[src/rtl/core/ppt_pkg.sv]
// package: shared constants, register indexes and flag struct
package ppt_pkg;

  localparam int COEF_BITS      = 32;
  localparam int COEF_FRAC_BITS = 16;
  localparam logic [COEF_BITS-1:0] COEF_ONE = COEF_BITS'(1) << COEF_FRAC_BITS;

  typedef enum logic [2:0] {
    REG_PAIR_0_1 = 3'd0,
    REG_PAIR_2_3 = 3'd1,
    REG_PAIR_4_5 = 3'd2,
    REG_PAIR_6_7 = 3'd3,
    REG_LAST     = 3'd4,
    REG_MODE     = 3'd5
  } ppt_reg_e;

  // per-item status flowing down the divider row
  typedef struct packed {
    logic xn;   // x numerator negative
    logic yn;   // y numerator negative
    logic dn;   // denominator negative
    logic dz;   // denominator zero
    logic xo;   // x quotient too large for the cell row
    logic yo;   // y quotient too large for the cell row
  } ppt_flags_t;

endpackage

[src/rtl/core/ppt_div_cell.sv]
// one restoring division cell: settles quotient bit BIT for x and y
module ppt_div_cell import ppt_pkg::*; #(
  parameter int COORD_BITS = 16,
  parameter int BIT        = 0
) (
  input  logic                    clk_i,
  input  logic                    rst_ni,
  input  logic                    valid_i,
  output logic                    ready_o,
  input  logic [COORD_BITS+33:0]  rx_i,
  input  logic [COORD_BITS+33:0]  ry_i,
  input  logic [COORD_BITS+33:0]  dm_i,
  input  logic [COORD_BITS:0]     qx_i,
  input  logic [COORD_BITS:0]     qy_i,
  input  ppt_flags_t              flags_i,
  output logic                    valid_o,
  input  logic                    ready_i,
  output logic [COORD_BITS+33:0]  rx_o,
  output logic [COORD_BITS+33:0]  ry_o,
  output logic [COORD_BITS+33:0]  dm_o,
  output logic [COORD_BITS:0]     qx_o,
  output logic [COORD_BITS:0]     qy_o,
  output ppt_flags_t              flags_o
);
  localparam int SW = COORD_BITS + 34;
  localparam int QB = COORD_BITS + 1;

  logic              v_q;
  logic [SW+QB-1:0]  dsh;
  logic              tx, ty;
  logic [SW-1:0]     rx_q, ry_q, dm_q;
  logic [QB-1:0]     qx_q, qy_q, qx_d, qy_d;
  ppt_flags_t        f_q;

  assign ready_o = !v_q || ready_i;

  // shifted divisor; remainder stays below twice this value
  assign dsh = (SW+QB)'(dm_i) << BIT;
  assign tx  = {{QB{1'b0}}, rx_i} >= dsh;
  assign ty  = {{QB{1'b0}}, ry_i} >= dsh;

  always_comb begin
    qx_d      = qx_i;
    qy_d      = qy_i;
    qx_d[BIT] = tx;
    qy_d[BIT] = ty;
  end

  always_ff @(posedge clk_i or negedge rst_ni) begin
    if (!rst_ni) begin
      v_q <= 1'b0;
    end else if (ready_o) begin
      v_q <= valid_i;
    end
  end

  always_ff @(posedge clk_i) begin
    if (ready_o && valid_i) begin
      rx_q <= tx ? rx_i - dsh[SW-1:0] : rx_i;
      ry_q <= ty ? ry_i - dsh[SW-1:0] : ry_i;
      dm_q <= dm_i;
      qx_q <= qx_d;
      qy_q <= qy_d;
      f_q  <= flags_i;
    end
  end

  assign valid_o = v_q;
  assign rx_o    = rx_q;
  assign ry_o    = ry_q;
  assign dm_o    = dm_q;
  assign qx_o    = qx_q;
  assign qy_o    = qy_q;
  assign flags_o = f_q;
endmodule

[config.mk]
export PLATFORM = sky130hd
export DESIGN_NAME = ppt_div_cell
export DESIGN_NICKNAME = d
export VERILOG_FILES = /design/src/rtl/core/ppt_pkg.sv /design/src/rtl/core/ppt_div_cell.sv
export SDC_FILE = /design/constraint.sdc
export NUM_CORES = 1
export LEC_CHECK = 0
export BUFFER_PORTS_ARGS = -buffer_cell sky130_fd_sc_hd__buf_2
export CAP_MARGIN = 0
export CORE_MARGIN = 4
export CORE_UTILIZATION = 58
export DETAILED_ROUTE_END_ITERATION = 16
export PLACE_DENSITY_LB_ADDON = 0.3
export SYNTH_ARGS = -nofsm -noshare
export SYNTH_HDL_FRONTEND = slang
export SYNTH_SLANG_ARGS = --single-unit
[constraint.sdc]
create_clock -name clk_i -period 10.7 [get_ports clk_i]
set_input_delay 2.14 -clock clk_i [delete_from_list [all_inputs] [get_ports clk_i]]
set_output_delay 2.14 -clock clk_i [all_outputs]
set_load 0.02 [all_outputs]
# == Yosys cells after proc, flatten, opt, wreduce, memory -nomap -nowiden ==
# Cells that the tools add are included.
# op_classes
add_sub_neg,2
order_cmp,2
muxes,2
n_reduce_logical,3
# op_table
cell,n
greater-or-equal comparator 50 bit,2
2-to-1 mux 50 bit,2
subtractor 50 bit,2
logical AND 1 bit,1
zero test 1 bit,1
logical OR 1 bit,1
# totals
ff_bits,191
input_bits,194
output_inout_bits,192
wordCells,21

# == Logic depth before layout (Yosys ltp) ==
# Gate-level depths: netlist of run 1.
# logic_depth
ltp_word,3
ltp_mapped,15
depth_no_buf,14

# == Least setup slack after synthesis of run 1 ==
# Ideal clock, no wire load.
# synth_timing
path_type,input-to-reg
startpoint,input port ready_i
endpoint,register dm_q[0] (netlist: dm_o[0]) (enable)
setup_time_ns,0.573
t_arrival_ns,6.772
required_time_ns,10.127
slack_ns,3.355
cell_stages,2
n_path_buf,0
path_cell_list,nand2b_1 -> and2_1
# synth_via
elab_chain_cells,2
# synth_lines
element,line_no,rtl
start: declaration,ppt_div_cell.sv:17,"input logic ready_i,"
logical OR 1 bit,ppt_div_cell.sv:35,assign ready_o = !v_q || ready_i;
logical AND 1 bit,ppt_div_cell.sv:58,if (ready_o && valid_i) begin
end signal: assignment,ppt_div_cell.sv:61,dm_q <= dm_i;
end: declaration,ppt_div_cell.sv:31,"logic [SW-1:0] rx_q, ry_q, dm_q;"
# Every way passes these cells.
# A chain may end at the register's enable or synchronous reset.

# == Worst setup path in the final report of run 1 ==
# layout_timing
startpoint,input port ry_i[0]
endpoint,"register ry_q[47] (netlist: ry_o[47]), data pin"
# layout_via
elab_chain_cells,2
elab_cells_between_ends,3
classes_between,add/sub (1); order compare (1); mux (1)
# layout_lines
element,line_no,rtl
start: declaration,ppt_div_cell.sv:11,"input logic [COORD_BITS+33:0] ry_i,"
subtractor 50 bit / greater-or-equal comparator 50 bit (equally long branches),"ppt_div_cell.sv:60, ppt_div_cell.sv:40",
2-to-1 mux 50 bit (*),ppt_div_cell.sv:60,ry_q <= ty ? ry_i - dsh[SW-1:0] : ry_i;
end signal: assignment,ppt_div_cell.sv:60,
end: declaration,ppt_div_cell.sv:31,
# Every way passes the cells marked *; elsewhere a longest branch is shown, timed or not.

==> run summary, run 1 <==
The flow ran to the end, and the final reports show no timing, DRC or antenna violations. In the layout the commonest cells are sky130_fd_sc_hd__buf_2, sky130_fd_sc_hd__edfxtp_1, sky130_fd_sc_hd__a21oi_1. Internal power comes to 1530 uW. No sink is reached through more buffers than the 2 on the longest clock path. Among all flip-flop cells after synthesis, the most frequent one is sky130_fd_sc_hd__edfxtp_1. The slowest stage cell on the critical path was sky130_fd_sc_hd__o31a_1.

The first global-routing pass estimated 64200 um of wire. The maximum number of pins on one net before global-route repair was 86; the amount of wire on met3 after detailed routing was 3435 um. VDD sags by at most 109.3 uV.

In the detailed route, the total length drawn on met2 is 20680 um. The biggest fanout along the worst timing path came out at 51. The critical path starts at ry_i[0]. The logs give 13360 sq um for the post-synthesis instance area and 39.3% for the power share of the sequential group. The worst setup path is captured at a flop. The final critical path takes up 58.34% of the cycle. Summed over all cells, the static leakage comes to 0.007189 uW. From bottom edge to top edge, the die measures 159.8 um.

The class of the most critical setup path was in2reg. The clock slew seen by the registers of the worst setup and hold paths was 0.08 ns; the quantity of hold-fixing buffers added after cts was 0. The region available for standard cell placement spans 22640 sq um.

For the portion of total power attributed to combinational logic, the log shows 31.2%. The number of buffers and inverters on the critical path is 5. The register area is 5731 sq um. Setup repair after global routing left no endpoint under its margin.

The worst flop-to-flop path startpoint was valid_o. The run gives 33470 um as the total half-perimeter wirelength after legalization and detailed placement. The tool flagged a number of max-cap violations equal to 0. The multi-input logic area came out at 7057 sq um. The floorplan step set the die width to 159.8 um.

The top cell family by delay on the critical path was compound AO/OA/AOI/OAI gates. The worst setup path is launched from an input pin. The logs give 191 for the clock sink count and 386 for the top-level port count. The tools report the count of synthesis-stage warnings from yosys as 0. Commonest non-fill, non-tap cell in the layout: sky130_fd_sc_hd__buf_2.

The run gives 59.03% as the effective utilization at floorplan. The average vias per placed instance was 6.095; the via count of the first global-routing pass was 11570. The fraction of power spent switching nets is 34.68%. The total global routing overflow was 0; the routed metal-1 wire length was 17110 um. The worst hold path begins at valid_o. Buffers inserted during clock tree synthesis total 17.

The required time of the critical path is 10.95 ns. Sequential elements use 42.88% of the synthesized area. The number of iterations in the first detailed-routing pass came out at 7. In this run the tightest slew margin relative to its limit is 30.62%. The clock network fraction of design power came out at 29.5%. In the routed design, unresolved DRC markers number 0. The min-delay analysis places its worst path in the category reg2reg.

Uppermost layer routed: met5. Mean instance size in the synthesized netlist: 10.06 sq um. For the final routed database, the setup TNS stands at 0 ns. The congestion estimate from routability-driven global placement came to 0.9832.

The share of the core filled with cells in the final layout came out at 70.82%. Once detail routing completed, the nets flagged for antenna violations numbered 0. After layout, the design draws a total of 2342 uW. The run gives 12010 as the total via count after detailed routing.

At the end of the flow, the number of nets in the layout was 1968. The cell sitting at the root of the clock tree is a sky130_fd_sc_hd__clkbuf_16. The synthesized net count was 1624. Setup violations remaining at the end of the flow were counted as 0. In the final layout, the share of cells above drive strength 1 is 28.13%. By area the synthesized netlist is led by sky130_fd_sc_hd__edfxtp_1, sky130_fd_sc_hd__ha_1, sky130_fd_sc_hd__a21oi_1. Data arrives at the worst endpoint at 6.49 ns. The number of synthesized register bits came out at 191. The share of synthesized registers carrying an async set or reset was 0.5236%. The initialized floorplan defines 55 standard-cell rows.

Traced cell by cell, the critical path runs through buf_2, inv_1, ha_1, inv_1, fa_1, a21oi_1, o22ai_1, o2111a_1, o211ai_1, a31oi_1, nor3_1, o31a_1, inv_2, buf_4, and2_0, a211oi_1. Post-CTS timing repair inserted 0 buffers for setup. Compared with the post-synthesis result, the final layout area differs by 19.98%. Of all cell types, the one taking the most synthesized area is sky130_fd_sc_hd__edfxtp_1.

At the pin with the least slew margin, the transition time is 1.041 ns. The run gives 4 as the CTS H-tree depth. The cell that appears most often on the critical path is sky130_fd_sc_hd__inv_1. Based on the critical path, the design can be clocked at up to 160.2 MHz.

The floorplan step defined a die boundary enclosing 25530 sq um. The routed wire length was 42530 um; the setup clock skew after layout was 0.01235 ns. The synthesized design devotes to its leading area cell type 42.69% of total area. The global-route total usage across every layer is 31.89%. The logs give 0 for the final hold violation count and 1328 for the count of mapped cells out of synthesis. The filler cells instantiated in the layout total 1722. The initial antenna violation count came out at 5. In this run the tool buffered the top-level ports with 383 buffer cells.

The clock period could shrink to 6.243 ns. For the clock insertion delay at the later pin of the skew report, the log shows 0.45 ns. The power density over the cells is 146.0 nW/um^2, and the number of library cell types mapped by synthesis is 79.

The number of gates resized after CTS was 0. For this design the total switching power over the nets is 812.1 uW. The max-slew violation total from the final report came out at 0. The synthesized design contains 190 enable-type register cells. The stage delay of the slowest cell on the critical path is 0.58 ns. TritonCTS built the clock tree. After detailed routing, the average wire length per cell comes to 21.58 um. The run gives 1080 as the number of violations reported at the end of detailed-routing iteration 0.
==> synthesized netlist by cell type (10+ instances only) <==
cell and n:
sky130_fd_sc_hd__ha_1 100, sky130_fd_sc_hd__xor2_1 32, sky130_fd_sc_hd__nand4_1 35, sky130_fd_sc_hd__nor2_1 109, sky130_fd_sc_hd__nand3_1 34, sky130_fd_sc_hd__o21a_1 16, sky130_fd_sc_hd__a21oi_1 142, sky130_fd_sc_hd__nor2b_1 10
sky130_fd_sc_hd__o21bai_1 18, sky130_fd_sc_hd__inv_1 80, sky130_fd_sc_hd__a21o_1 68, sky130_fd_sc_hd__edfxtp_1 190, sky130_fd_sc_hd__nand2_1 76, sky130_fd_sc_hd__clkbuf_1 47, sky130_fd_sc_hd__o21ai_1 11, sky130_fd_sc_hd__mux2_4 37
sky130_fd_sc_hd__xnor2_1 48, sky130_fd_sc_hd__o21ai_0 61, sky130_fd_sc_hd__a31oi_1 10, sky130_fd_sc_hd__nor3_1 21
==> final timing paths <==
kind | to | slack [ns] | cells after the start
worst min-delay path | valid_o | 0.59 | 2
max in group asynchronous | valid_o | 9.15 | 1
worst max register to register | ry_o[34] | 8.18 | 3
min in group asynchronous | valid_o | 1.46 | 1
worst min register to register | valid_o | 0.59 | 2
worst max-delay path | ry_o[47] | 4.46 | 16
==> cell families (layout without fill, tap and decap cells) <==
logic type,Yosys count,after routing,synth area share [%]
AOI/OAI and AO/OA,413,413,19.87
DFF,191,191,42.88
xor gates and xnor gates,80,80,5.243
other,0,1,0
muxes,49,49,5.149
adders and majority gates,102,102,9.662
buffers and inverters,143,500,4.335
and+or+nand+nor,350,350,12.86
==> worst min-delay path, delay by kind of cell, from the launching register on <==
family	cells	cell delay [ns]
flip-flops	1	0.35
AND/OR/NAND/NOR	2	0.21
==> cell type report <==
| type | count | share of cell area (%) |
|---|---|---|
| multi-input combinational | 994 | 44.01 |
| inverter | 82 | 1.935 |
| sequential | 191 | 35.74 |
| tap | 285 | 2.224 |
| clock buffer | 17 | 2.653 |
| clock inverter | 15 | 1.327 |
| timing repair buffer | 386 | 12.10 |
| antenna | 1 | 0.01561 |
==> power by group through the flow <==
| stage | clock, uW | sequential [uW] | combinational [uW] |
|---|---|---|---|
| floorplan | 0 | 1020 | 426 |
| global placement | 0 | 936 | 708 |
| detailed placement | 0 | 937 | 715 |
| CTS | 691 | 921 | 722 |
| global route | 726 | 925 | 787 |
| finish | 690 | 921 | 730 |
==> routing by layer <==
metal	vias to the layer above	GRT usage [%]
li1	5660	-
met1	5634	41.35
met2	635	54.82
met3	78	5.265
met4	6	10.48
met5	-	0
==> state kept, by name (all words and copies together) (netlist names) <==
signal	count
flags_o	6
ry_o	50
qx_o	17
qy_o	17
rx_o	50
dm_o	50
valid_o	1
==> through the flow <==
stage	area (sq um)	instances	hold slack (ns)	worst slack [ns]
detailed placement	15390	1938	0.5676	4.068
CTS	16030	1970	0.5896	4.493
finish	16030	1971	0.5870	4.457
global route	16030	1971	0.6535	4.121
global placement	15390	1938	0.5210	4.071
floorplan	13360	1328	0.7826	3.355
Power figures use the tool's default switching activity.
==> run 2, diff against run 1 <==
- CORE_UTILIZATION: 58 -> 48
- clock period: 10.7 -> 5.2 ns (I/O delays scaled with it)
==> run 2 against run 1 <==
Effect of this change:
- cell area grew 0.71%
- first-iteration DRC count shrank 5.8%
- critical endpoint is now rx_o[3]
- total power grew 100%
- global-route usage shrank 5.5 points
- utilization shrank 11 points
- worst setup slack lost 3.7 ns
- critical path type unchanged
- via count shrank 1.4%
- largest cell class unchanged
- sequential power grew 110%
- hold slack lost 0.21 ns
==> run summary, run 2 (same netlist as run 1, synthesis figures left out) <==
The tools report the required time of the critical path as 5.38 ns. The critical path goes through buf_2, inv_1, ha_1, nand2_1, or3_1, nor3_1, a2111oi_4, nor4_2, o211a_4, nor2_8, inv_4, mux2_1. The routed design has 42560 um of wire. The first global-routing pass estimated 63350 um of wire. Based on the critical path, the design can be clocked at up to 224.0 MHz. CTS placed an instance of sky130_fd_sc_hd__clkbuf_16 at the clock tree root.

The max-slew violation total from the final report was 0; the average wire length per cell after detail routing was 20.61 um. The run gives 191 as the clock sink count. Measured against its own limit, the worst slew margin works out to 31.06%. For the maximum ir drop on the vdd rail, the log shows 168.9 uV. The cell row count was 60. The class of the tightest hold or removal check is in2async.

In this run the standard cell core region covers 27180 sq um. Hold is met by 0.3739 ns. TritonCTS built the clock tree.

For this design the static power due to leakage is 0.007199 uW. The top-level port count is 386. The run gives 1973 as the final-stage net count.

The run finished with clean final reports. Clock-pin slew was measured on the worst setup and hold paths at 0.08 ns. The tool flagged a number of max-cap violations equal to 0. For this configuration, the core starts out at a cell density of 49.18%. The total half-perimeter wirelength after legalization and detailed placement came out at 33680 um. The number of buffers inserted by port buffering is 383.

Via count of the first global-routing pass: 11370. Commonest non-fill, non-tap cell in the layout: sky130_fd_sc_hd__buf_2. The endpoint type of the worst setup path is a flop.

The library cells used most frequently in the layout, excluding fill and tap cells, are sky130_fd_sc_hd__buf_2, sky130_fd_sc_hd__edfxtp_1, sky130_fd_sc_hd__a21oi_1. The routed layout has 11850 vias. STA classifies the critical path startpoint as an input pin. Entering global routing, the biggest net connects 191 pins. For the initial antenna violation count, the log shows 9. The maximum count of clock buffers along a single path was 2; the final hold violation count was 0. The die outline height is 174.9 um. At the pin with the least slew margin, the transition time is 1.034 ns.

The H-tree was split into 4 levels. Of the available clock period, the critical path in the final layout requires 85.85%. The biggest fanout along the worst timing path is 44, and the global-route total usage across every layer is 26.42%.

The power density over the cells was 294.5 nW/um^2. The minimum clock period after layout is 4.464 ns. Setup repair after global routing left no endpoint under its margin. Global routing finished with a remaining overflow of 0. Clock latency on the worst-skew pair, taken at its later pin, is 0.43 ns.

On the worst path, the slowest cell contributes a delay of 0.60 ns. Adding up every negative setup slack in the final design gives 0 ns. In the routed design, unresolved DRC markers number 0.

Relative to the synthesized area, the layout overhead comes to 20.83%. The slowest stage cell on the critical path is sky130_fd_sc_hd__inv_4. The average vias per placed instance was 5.738; the number of iterations in the first detailed-routing pass was 5. For the final setup violation count, the log shows 0. The logs give 0 for the post-CTS setup buffer count and 1017 for the number of violations reported at the end of detailed-routing iteration 0. The worst endpoint data arrival time was 4.64 ns.

In this run, CTS created clock tree buffers numbering 17. Fraction of layout cells with a size suffix above 1: 28.34%. Setup clock skew after layout: 0.008793 ns.

The overall die width was 174.9 um. Routability-driven placement finished with a final weighted congestion of 0.9415. The floorplan step defined a die boundary enclosing 30580 sq um.

For this design, the CTS-stage hold fixing added 0 buffers. The detail route stage leaves a number of antenna-violating nets equal to 0. The post-cts resize count came out at 0.

The worst setup path is of the in2reg kind.
-- run 2: layer usage --
metal | vias up | routed length, um | track usage, %
met5 | - | 69 | 0
met2 | 453 | 20110 | 44.33
met1 | 5640 | 18150 | 34.39
met3 | 77 | 2697 | 4.933
li1 | 5667 | - | -
met4 | 12 | 1526 | 9.460
-- run 2: power by group --
part | switching [uW] | internal, uW | total [uW]
combinational | 910 | 589 | 1500
clock | 685 | 681 | 1370
sequential | 29.8 | 1860 | 1890
total | 1620 | 3130 | 4760
-- run 2: worst paths after layout --
path / from / to / slack, ns / depth (start not counted)
worst max-delay path: dm_i[24] / rx_o[3] / 0.74 / 12
worst min register to register: valid_o / valid_o / 0.59 / 2
worst min-delay path: rst_ni / valid_o / 0.37 / 1
worst max register to register: valid_o / ry_o[26] / 3.27 / 3
min in group clk_i: valid_o / valid_o / 0.59 / 2
max in group asynchronous: rst_ni / valid_o / 4.74 / 1
-- run 2: per-stage QoR --
| step | instances | util (%) | setup slack (ns) | power (uW) | cell area, sq um |
|---|---|---|---|---|---|
| finish | 2065 | 59.42 | 0.7357 | 4755 | 16150 |
| global route | 2065 | 59.42 | 0.5123 | 4977 | 16150 |
| CTS | 2062 | 59.39 | 0.7934 | 4765 | 16140 |
| detailed placement | 2030 | 57.27 | 0.3378 | 3406 | 15560 |
| global placement | 2030 | 57.27 | 0.4312 | 3388 | 15560 |
| floorplan | 1328 | - | 1.072 | 2961 | 13370 |
-- run 2: critical path: cells and delay by family --
family	cells	cell delay [ns]
buffers and inverters	3	0.79
AND/OR/NAND/NOR	5	1.49
AO/OA/AOI/OAI	2	0.41
adder cells (fa/ha/maj)	1	0.48
multiplexers	1	0.38
-- run 2: area by class of cell --
| type | count | area, sq um |
|---|---|---|
| Fill cell | 2395 | 11030 |
| Multi-Input combinational cell | 994 | 7057 |
| Sequential cell | 191 | 5731 |
| Timing Repair Buffer | 391 | 2002 |
| Tap cell | 372 | 465.4 |
| Clock buffer | 17 | 425.4 |
| Inverter | 82 | 310.3 |
| Clock inverter | 15 | 150.1 |
| Antenna cell | 3 | 7.507 |
